File: src/rtl/cbrg_pkg.sv
`timescale 1ns / 1ps
`default_nettype none
// ----------------------------------------------------------------------------
// cbrg_pkg
// Types and codes shared by the clipped blit row generator modules.
// ----------------------------------------------------------------------------
package cbrg_pkg;

    // saturated surface dimension, up to MAX_DIM
    localparam int DIM_W   = 13;
    localparam int OFS_W   = 22;
    localparam int FIELD_W = 12;
    localparam int COORD_W = 15;

    typedef logic signed [COORD_W-1:0] coord_t;

    // item kind on the input stream
    typedef enum logic {
        OP_START = 1'b0,
        OP_NEXT  = 1'b1
    } op_t;

    // result kind on the output stream
    typedef enum logic [1:0] {
        ST_STARTED  = 2'd0,
        ST_REJECTED = 2'd1,
        ST_ROW      = 2'd2,
        ST_IDLE     = 2'd3
    } status_t;

    // configuration register indexes
    typedef enum logic [2:0] {
        REG_SRC_WIDTH   = 3'd0,
        REG_SRC_HEIGHT  = 3'd1,
        REG_DST_WIDTH   = 3'd2,
        REG_DST_HEIGHT  = 3'd3,
        REG_CLIP_LEFT   = 3'd4,
        REG_CLIP_TOP    = 3'd5,
        REG_CLIP_WIDTH  = 3'd6,
        REG_CLIP_HEIGHT = 3'd7
    } reg_idx_t;

    // configuration as seen by the datapath, surface sizes already saturated
    typedef struct packed {
        logic [DIM_W-1:0]   src_w;
        logic [DIM_W-1:0]   src_h;
        logic [DIM_W-1:0]   dst_w;
        logic [DIM_W-1:0]   dst_h;
        logic [10:0]        clip_left;
        logic [10:0]        clip_top;
        logic [FIELD_W-1:0] clip_width;
        logic [FIELD_W-1:0] clip_height;
    } cfg_t;

    // one input item
    typedef struct packed {
        op_t                op;
        logic               has_src_rect;
        logic [FIELD_W-1:0] src_left;
        logic [FIELD_W-1:0] src_top;
        logic [FIELD_W-1:0] src_span_w;
        logic [FIELD_W-1:0] src_span_h;
        logic               has_dst_pos;
        logic [FIELD_W-1:0] dst_left;
        logic [FIELD_W-1:0] dst_top;
    } in_item_t;

    // outcome of a start command
    typedef struct packed {
        logic             ok;
        logic [OFS_W-1:0] src_ofs;
        logic [OFS_W-1:0] dst_ofs;
        logic [DIM_W-1:0] copy_w;
        logic [DIM_W-1:0] copy_h;
    } start_res_t;

endpackage : cbrg_pkg
`default_nettype wire

File: src/rtl/cbrg_cfg_regs.sv
`timescale 1ns / 1ps
`default_nettype none
// ----------------------------------------------------------------------------
// cbrg_cfg_regs
// Configuration register file with surface size saturation.
// ----------------------------------------------------------------------------
module cbrg_cfg_regs
    import cbrg_pkg::*;
#(
    parameter int MAX_DIM = 2048
) (
    input  wire logic               clk,
    input  wire logic               rst_n,
    input  wire logic               cfg_valid,
    output logic                    cfg_ready,
    input  wire logic [2:0]         cfg_index,
    input  wire logic [FIELD_W-1:0] cfg_data,
    output cfg_t                    cfg
);

    localparam logic [DIM_W-1:0] MAX_DIM_V = DIM_W'(MAX_DIM);

    logic [FIELD_W-1:0] src_width_reg;
    logic [FIELD_W-1:0] src_height_reg;
    logic [FIELD_W-1:0] dst_width_reg;
    logic [FIELD_W-1:0] dst_height_reg;
    logic [10:0]        clip_left_reg;
    logic [10:0]        clip_top_reg;
    logic [FIELD_W-1:0] clip_width_reg;
    logic [FIELD_W-1:0] clip_height_reg;

    function automatic logic [DIM_W-1:0] sat_dim(input logic [FIELD_W-1:0] v);
        logic [DIM_W-1:0] wide;
        wide = {1'b0, v};
        return (wide > MAX_DIM_V) ? MAX_DIM_V : wide;
    endfunction

    assign cfg_ready = 1'b1;

    // register writes
    always_ff @(posedge clk or negedge rst_n)
    begin
        if (!rst_n)
        begin
            src_width_reg   <= 12'd320;
            src_height_reg  <= 12'd200;
            dst_width_reg   <= 12'd320;
            dst_height_reg  <= 12'd200;
            clip_left_reg   <= '0;
            clip_top_reg    <= '0;
            clip_width_reg  <= '0;
            clip_height_reg <= '0;
        end
        else if (cfg_valid && cfg_ready)
        begin
            unique case (reg_idx_t'(cfg_index))
                REG_SRC_WIDTH:   src_width_reg   <= cfg_data;
                REG_SRC_HEIGHT:  src_height_reg  <= cfg_data;
                REG_DST_WIDTH:   dst_width_reg   <= cfg_data;
                REG_DST_HEIGHT:  dst_height_reg  <= cfg_data;
                REG_CLIP_LEFT:   clip_left_reg   <= cfg_data[10:0];
                REG_CLIP_TOP:    clip_top_reg    <= cfg_data[10:0];
                REG_CLIP_WIDTH:  clip_width_reg  <= cfg_data;
                REG_CLIP_HEIGHT: clip_height_reg <= cfg_data;
                default: ;
            endcase
        end
    end

    // saturated view for the datapath
    always_comb
    begin
        cfg.src_w       = sat_dim(src_width_reg);
        cfg.src_h       = sat_dim(src_height_reg);
        cfg.dst_w       = sat_dim(dst_width_reg);
        cfg.dst_h       = sat_dim(dst_height_reg);
        cfg.clip_left   = clip_left_reg;
        cfg.clip_top    = clip_top_reg;
        cfg.clip_width  = clip_width_reg;
        cfg.clip_height = clip_height_reg;
    end

endmodule : cbrg_cfg_regs
`default_nettype wire

File: src/rtl/cbrg_start_calc.sv
`timescale 1ns / 1ps
`default_nettype none
// ----------------------------------------------------------------------------
// cbrg_start_calc
// Clips a start command against source surface and destination clip, and
// computes the copy size and the first row offsets.
// ----------------------------------------------------------------------------
module cbrg_start_calc
    import cbrg_pkg::*;
(
    input  wire cfg_t     cfg,
    input  wire in_item_t item,
    output start_res_t    res
);

    function automatic coord_t cmax(input coord_t a, input coord_t b);
        return (a > b) ? a : b;
    endfunction

    function automatic coord_t cmin(input coord_t a, input coord_t b);
        return (a < b) ? a : b;
    endfunction

    function automatic coord_t sx12(input logic [FIELD_W-1:0] v);
        return {{(COORD_W-FIELD_W){v[FIELD_W-1]}}, v};
    endfunction

    function automatic coord_t ux(input logic [DIM_W-1:0] v);
        return {{(COORD_W-DIM_W){1'b0}}, v};
    endfunction

    coord_t sw, sh, dw, dh;
    coord_t rx, ry, s_r, s_b;
    coord_t s_x, s_y, s_w, s_h;
    coord_t c_x, c_y, c_w, c_h;
    coord_t tx, ty, d_r, d_b;
    coord_t d_x, d_y, d_w, d_h;
    coord_t cw, ch;
    logic   src_ok, dst_ok, clip_all_zero;
    logic [24:0] src_prod, dst_prod;

    always_comb
    begin
        sw = ux(cfg.src_w);
        sh = ux(cfg.src_h);
        dw = ux(cfg.dst_w);
        dh = ux(cfg.dst_h);

        // source rectangle against source surface
        rx  = sx12(item.src_left);
        ry  = sx12(item.src_top);
        s_r = cmin(rx + ux({1'b0, item.src_span_w}), sw);
        s_b = cmin(ry + ux({1'b0, item.src_span_h}), sh);
        if (item.has_src_rect)
        begin
            s_x    = cmax(rx, '0);
            s_y    = cmax(ry, '0);
            src_ok = (s_r > s_x) && (s_b > s_y);
            s_w    = s_r - s_x;
            s_h    = s_b - s_y;
        end
        else
        begin
            s_x    = '0;
            s_y    = '0;
            src_ok = 1'b1;
            s_w    = sw;
            s_h    = sh;
        end

        // destination clip, clamped to the surface
        clip_all_zero = (cfg.clip_left == '0) && (cfg.clip_top == '0)
                     && (cfg.clip_width == '0) && (cfg.clip_height == '0);
        if (clip_all_zero)
        begin
            c_x = '0;
            c_y = '0;
            c_w = dw;
            c_h = dh;
        end
        else
        begin
            c_x = cmin(ux({2'b00, cfg.clip_left}), dw);
            c_y = cmin(ux({2'b00, cfg.clip_top}), dh);
            c_w = cmin(ux({2'b00, cfg.clip_left}) + ux({1'b0, cfg.clip_width}), dw) - c_x;
            c_h = cmin(ux({2'b00, cfg.clip_top}) + ux({1'b0, cfg.clip_height}), dh) - c_y;
        end

        // destination position against clip, sized by clipped source
        tx  = sx12(item.dst_left);
        ty  = sx12(item.dst_top);
        d_r = cmin(tx + s_w, c_x + c_w);
        d_b = cmin(ty + s_h, c_y + c_h);
        if (item.has_dst_pos)
        begin
            d_x    = cmax(tx, c_x);
            d_y    = cmax(ty, c_y);
            dst_ok = (d_r > d_x) && (d_b > d_y);
            d_w    = d_r - d_x;
            d_h    = d_b - d_y;
        end
        else
        begin
            d_x    = c_x;
            d_y    = c_y;
            dst_ok = 1'b1;
            d_w    = c_w;
            d_h    = c_h;
        end

        cw = cmin(s_w, d_w);
        ch = cmin(s_h, d_h);

        // first row offsets, wrapped to the offset width
        src_prod = s_y[FIELD_W-1:0] * cfg.src_w;
        dst_prod = d_y[FIELD_W-1:0] * cfg.dst_w;

        res.ok      = src_ok && dst_ok;
        res.src_ofs = src_prod[OFS_W-1:0] + OFS_W'(s_x[FIELD_W-1:0]);
        res.dst_ofs = dst_prod[OFS_W-1:0] + OFS_W'(d_x[FIELD_W-1:0]);
        res.copy_w  = cw[DIM_W-1:0];
        res.copy_h  = ch[DIM_W-1:0];
    end

endmodule : cbrg_start_calc
`default_nettype wire

File: src/rtl/clipped_blit_row_generator.sv
`timescale 1ns / 1ps
`default_nettype none
// ----------------------------------------------------------------------------
// clipped_blit_row_generator
// Row address generator of an 8-bit-per-pixel blitter with clipping.
// ----------------------------------------------------------------------------
// One transaction in gives one transaction out. The block takes an item every
// cycle unless a result held on the row stream stalls it; each result passes
// through the input register and then the result register, with the clip and
// first row address math of a start command done combinationally between them.
// A start command (tuser op 0) clips the source rectangle and destination
// position, reports the copy width and row count, and arms the row sequence;
// each next request (tuser op 1) returns one row with its source and
// destination byte offsets, tlast marking the final row. Surface sizes above
// MAX_DIM are saturated. Configuration writes are taken at any time, but must
// only be issued while no transaction is in flight.
// ----------------------------------------------------------------------------
module clipped_blit_row_generator
    import cbrg_pkg::*;
#(
    parameter int MAX_DIM = 2048
) (
    input  wire logic               clk,
    input  wire logic               rst_n,

    // configuration writes
    input  wire logic               cfg_valid,
    output logic                    cfg_ready,
    input  wire logic [2:0]         cfg_index,
    input  wire logic [FIELD_W-1:0] cfg_data,

    // command stream
    input  wire logic               s_axis_tvalid,
    output logic                    s_axis_tready,
    // src_left, src_top, src_span_w, src_span_h, dst_left, dst_top
    input  wire logic [71:0]        s_axis_tdata,
    // op, has_src_rect, has_dst_pos
    input  wire logic [2:0]         s_axis_tuser,

    // row stream
    output logic                    m_axis_tvalid,
    input  wire logic               m_axis_tready,
    // src_offset, dst_offset, row_bytes, row_total, zero pad
    output logic [71:0]             m_axis_tdata,
    // status
    output logic [1:0]              m_axis_tuser,
    output logic                    m_axis_tlast
);

    cfg_t       cfg;
    start_res_t start_res;

    logic     in_valid_reg;
    in_item_t in_item_reg;

    logic               out_valid_reg;
    status_t            out_status_reg, out_status_next;
    logic [OFS_W-1:0]   out_src_ofs_reg, out_src_ofs_next;
    logic [OFS_W-1:0]   out_dst_ofs_reg, out_dst_ofs_next;
    logic [FIELD_W-1:0] out_row_bytes_reg, out_row_bytes_next;
    logic [FIELD_W-1:0] out_row_total_reg, out_row_total_next;
    logic               out_last_reg, out_last_next;

    logic               active_reg, active_next;
    logic [OFS_W-1:0]   src_row_reg, src_row_next;
    logic [OFS_W-1:0]   dst_row_reg, dst_row_next;
    logic [DIM_W-1:0]   rows_left_reg, rows_left_next;
    logic [FIELD_W-1:0] copy_bytes_reg, copy_bytes_next;

    logic advance;
    logic fire;

    cbrg_cfg_regs #(
        .MAX_DIM (MAX_DIM)
    ) u_cfg_regs (
        .clk       (clk),
        .rst_n     (rst_n),
        .cfg_valid (cfg_valid),
        .cfg_ready (cfg_ready),
        .cfg_index (cfg_index),
        .cfg_data  (cfg_data),
        .cfg       (cfg)
    );

    cbrg_start_calc u_start_calc (
        .cfg  (cfg),
        .item (in_item_reg),
        .res  (start_res)
    );

    // handshake: result register frees up when empty or taken
    assign advance       = !out_valid_reg || m_axis_tready;
    assign fire          = in_valid_reg && advance;
    assign s_axis_tready = !in_valid_reg || advance;

    // input register
    always_ff @(posedge clk or negedge rst_n)
    begin
        if (!rst_n)
        begin
            in_valid_reg <= 1'b0;
        end
        else if (s_axis_tready)
        begin
            in_valid_reg <= s_axis_tvalid;
        end
    end

    always_ff @(posedge clk)
    begin
        if (s_axis_tready && s_axis_tvalid)
        begin
            in_item_reg.op           <= op_t'(s_axis_tuser[0]);
            in_item_reg.has_src_rect <= s_axis_tuser[1];
            in_item_reg.has_dst_pos  <= s_axis_tuser[2];
            in_item_reg.src_left     <= s_axis_tdata[11:0];
            in_item_reg.src_top      <= s_axis_tdata[23:12];
            in_item_reg.src_span_w   <= s_axis_tdata[35:24];
            in_item_reg.src_span_h   <= s_axis_tdata[47:36];
            in_item_reg.dst_left     <= s_axis_tdata[59:48];
            in_item_reg.dst_top      <= s_axis_tdata[71:60];
        end
    end

    // result and blit state for the item in the input register
    always_comb
    begin
        out_status_next    = ST_IDLE;
        out_src_ofs_next   = '0;
        out_dst_ofs_next   = '0;
        out_row_bytes_next = '0;
        out_row_total_next = '0;
        out_last_next      = 1'b0;
        active_next        = active_reg;
        src_row_next       = src_row_reg;
        dst_row_next       = dst_row_reg;
        rows_left_next     = rows_left_reg;
        copy_bytes_next    = copy_bytes_reg;

        if (in_item_reg.op == OP_START)
        begin
            if (!start_res.ok)
            begin
                out_status_next = ST_REJECTED;
                active_next     = 1'b0;
            end
            else
            begin
                out_status_next    = ST_STARTED;
                out_src_ofs_next   = start_res.src_ofs;
                out_dst_ofs_next   = start_res.dst_ofs;
                out_row_bytes_next = start_res.copy_w[FIELD_W-1:0];
                out_row_total_next = start_res.copy_h[FIELD_W-1:0];
                active_next        = (start_res.copy_h != '0);
                src_row_next       = start_res.src_ofs;
                dst_row_next       = start_res.dst_ofs;
                rows_left_next     = start_res.copy_h;
                copy_bytes_next    = start_res.copy_w[FIELD_W-1:0];
            end
        end
        else if (active_reg)
        begin
            // emit one row and step to the next
            out_status_next    = ST_ROW;
            out_src_ofs_next   = src_row_reg;
            out_dst_ofs_next   = dst_row_reg;
            out_row_bytes_next = copy_bytes_reg;
            out_last_next      = (rows_left_reg == DIM_W'(1));
            src_row_next       = src_row_reg + OFS_W'(cfg.src_w);
            dst_row_next       = dst_row_reg + OFS_W'(cfg.dst_w);
            rows_left_next     = rows_left_reg - DIM_W'(1);
            active_next        = (rows_left_reg != DIM_W'(1));
        end
    end

    // blit state
    always_ff @(posedge clk or negedge rst_n)
    begin
        if (!rst_n)
        begin
            active_reg     <= 1'b0;
            src_row_reg    <= '0;
            dst_row_reg    <= '0;
            rows_left_reg  <= '0;
            copy_bytes_reg <= '0;
        end
        else if (fire)
        begin
            active_reg     <= active_next;
            src_row_reg    <= src_row_next;
            dst_row_reg    <= dst_row_next;
            rows_left_reg  <= rows_left_next;
            copy_bytes_reg <= copy_bytes_next;
        end
    end

    // result register
    always_ff @(posedge clk or negedge rst_n)
    begin
        if (!rst_n)
        begin
            out_valid_reg <= 1'b0;
        end
        else if (advance)
        begin
            out_valid_reg <= in_valid_reg;
        end
    end

    always_ff @(posedge clk)
    begin
        if (fire)
        begin
            out_status_reg    <= out_status_next;
            out_src_ofs_reg   <= out_src_ofs_next;
            out_dst_ofs_reg   <= out_dst_ofs_next;
            out_row_bytes_reg <= out_row_bytes_next;
            out_row_total_reg <= out_row_total_next;
            out_last_reg      <= out_last_next;
        end
    end

    // output packing
    assign m_axis_tvalid = out_valid_reg;
    assign m_axis_tuser  = out_status_reg;
    assign m_axis_tlast  = out_last_reg;
    assign m_axis_tdata  = {4'b0000, out_row_total_reg, out_row_bytes_reg,
                            out_dst_ofs_reg, out_src_ofs_reg};

endmodule : clipped_blit_row_generator
`default_nettype wire

File: config.mk
export PLATFORM = sky130hd
export DESIGN_NAME = clipped_blit_row_generator
export DESIGN_NICKNAME = d
export VERILOG_FILES = /design/src/rtl/cbrg_pkg.sv /design/src/rtl/cbrg_cfg_regs.sv /design/src/rtl/cbrg_start_calc.sv /design/src/rtl/clipped_blit_row_generator.sv
export SDC_FILE = /design/constraint.sdc
export NUM_CORES = 2
export LEC_CHECK = 0
export ABC_AREA = 1
export BUFFER_PORTS_ARGS = -buffer_cell sky130_fd_sc_hd__buf_2
export CAP_MARGIN = 20
export CORE_MARGIN = 8
export CORE_UTILIZATION = 25
export CTS_CLUSTER_SIZE = 40
export DETAILED_ROUTE_END_ITERATION = 8
export SKIP_LAST_GASP = 1
export SYNTH_ARGS = -nofsm -noshare
export SYNTH_HDL_FRONTEND = slang
export SYNTH_SLANG_ARGS = --single-unit
File: constraint.sdc
create_clock -name clk -period 27.6 [get_ports clk]
set_input_delay 2.76 -clock clk [delete_from_list [all_inputs] [get_ports clk]]
set_output_delay 2.76 -clock clk [all_outputs]
set_load 0.02 [all_outputs]
==> results.cfg <==
[worst_setup_path]
path_class = reg2reg
cp.required_ps = 28070
crit_fanout = 22
path_buf_inv = 4
end_kind = flip-flop
start_kind = flip-flop
crit_path_frequent_cell = nand2_1
cp_slowest_cell = o21ai_0
cpPeakStageDelay_ps = 680
cp_top_family = compound AO/OA/AOI/OAI gates
cp_data_arrival_time_ps = 14570

[clock_tree]
cts_setup_buffers = 0
cts_buffers = 39
root_buffer = clkbuf_16
clock-sinks = 312
clockBufferDepth = 3
cts_resized = 0
hold_buffers = 0
clk_latency_ps = 600
path_clk_slew_ps = 90
htreeDepth = 2
cts_tree = yes

[yosys]
synth_cells = 5027
synth.area.top_cells = ha_1, fa_1, nand2_1
syn_avg_cell_area_um2 = 7.46
async_flop_share = 0.532
yosysMostFrequentCell = nand2_1
synth.distinct_cells = 66
synth-seq-cells = 312
synth_edf_count = 146
ys_warn_count = 0
syn_area_mm2 = 0.0375
synth_top_area_frac = 0.154
yosys-top-cells-count = nand2_1, inv_1, ha_1, o21ai_0, nor2_1
synth_flop_cell = dfrtp_1
yosysTopAreaCell = ha_1
ys_seq_area_frac = 0.228

[routing]
totalWireLength_mm = 129
drt-initial-drc-count = 2705
drcViolationCount = 0
via_per_inst = 4.67
dr.pass1.iters = 6
wl_per_cell_um = 17.8
postRouteAntennaNets = 0
num_vias = 33800

[sta]
final.period_utilization = 0.511
fmax_ghz = 0.0709
hold_viol = 0
tns_ps = 0
fin_crit_ps = 14100
tightest_slew_ps = 1090
skew_ps = 47.8
rsz0062_at_grt = false
slew_viol_final = 0
whs_ps = 459
maxSlewHeadroom = 0.271
setup_viol = 0

[place]
place_hpwl_mm = 106
port_buffers = 167
gp_congestion = 0.946
placed_cell_area_mm2 = 0.0408

[global_route]
grt_max_degree = 82
antenna_found_initial = 21
grt_first_pass_wirelength_mm = 196
grt_pass1_vias = 32900
grt_use_total = 0.153
grt_overflow_total = 0
grt_use_met2 = 0.243
grt-busiest-layer = met2
grt_util_met1 = 0.215
use_met3 = 0.0323

[final_layout]
layout.nets = 6007
drive_gt1_frac = 0.0628
num-fill-cells = 16300
area_growth_syn_to_layout_pct = 12.3
design_area_mm2 = 0.0422
largest_reg_flops = 75

[worst_hold_path]
holdCritPathClass = reg2reg

[outcome]
outcome = finished clean

[floorplanning]
start_util = 0.251
die_h_um = 403
die-width_um = 403
coreArea_mm2 = 0.149
ios = 173
die-area_mm2 = 0.163
core.rowCount = 142

[flow_run]
maxCapViolCount = 0
-- cell usage in the layout, fill, tap and decap left out, drive strengths merged, types with 6 or more instances in the layout --
cell type	n
o211ai	17
a211oi	13
buf	196
o22ai	28
or2	28
nor4	16
a21o	19
o21a	7
and2	11
a31oi	10
ha	463
fa	254
nand3	178
dfstp	10
xnor2	55
xor2	101
clkinv	18
nand4	36
o221ai	6
edfxtp	146
a21oi	306
nand3b	16
o21bai	21
o21ai	472
diode	9
conb	68
inv	783
nor3	36
o31ai	17
nand2	1289
dfrtp	156
nor2	361
clkbuf	53
-- path summary, 6_finish.rpt --
path,end,start,slack [ps],cells past startpoint
max in group asynchronous,dst_row_reg[10],rst_n,23320,3
hold reg to reg,m_axis_tuser[1],in_item_reg[74],460,0
min in group asynchronous,u_cfg_regs.clip_top_reg[7],rst_n,2130,1
setup / recovery,active_reg,in_item_reg[49],13500,74
hold / removal,m_axis_tuser[1],in_item_reg[74],460,0
setup reg to reg,active_reg,in_item_reg[49],13500,74
-- routing by layer --
metal  vias up  wire (µm)
li1      16600          -
met1     15900      59100
met2      1130      56300
met3       170      10600
met4         8       2960
met5         -         50
-- stage by stage --
stage / setup WS (ps) / utilization / std cells
global route: 12290 / 0.282 / 7240
global placement: 13960 / 0.273 / 7167
floorplan: 15750 / - / 5093
finish: 13500 / 0.282 / 7249
CTS: 13680 / 0.282 / 7238
detailed placement: 13730 / 0.273 / 7168
-- worst register-to-register path, delay by kind of cell (launching register included) --
family | cells | cell delay, ps
xor+xnor | 4 | 690
compound gates | 28 | 5370
buf+inv | 4 | 700
flops | 1 | 370
fa+ha+maj | 9 | 3040
simple gates | 29 | 3870
-- layout make-up --
type | count | area (µm²) | share of cell area
Antenna cell | 9 | 22.5 | 0.000534
Clock buffer | 53 | 1110 | 0.0264
Clock inverter | 17 | 213 | 0.00505
Inverter | 791 | 2980 | 0.0706
Multi-Input combinational cell | 3855 | 25700 | 0.609
Sequential cell | 312 | 8550 | 0.203
Tap cell | 2016 | 2520 | 0.0598
Timing Repair Buffer | 196 | 1090 | 0.0258
-- cells by family (layout without fill, tap and decap cells) --
kind of cell               Yosys count  in the layout  synth area share
xor gates and xnor gates           156            156            0.0364
adders and majority gates          717            717             0.290
AOI/OAI and AO/OA                  937            937             0.136
and+or+nand+nor                   1977           1977             0.215
DFF                                312            312             0.228
other                                2             77          0.000200
buffers and inverters              926           1057            0.0949
Power is left out: the tool's default activity adds up to more than one toggle a clock period on the data nets, which glitch-free logic cannot reach.
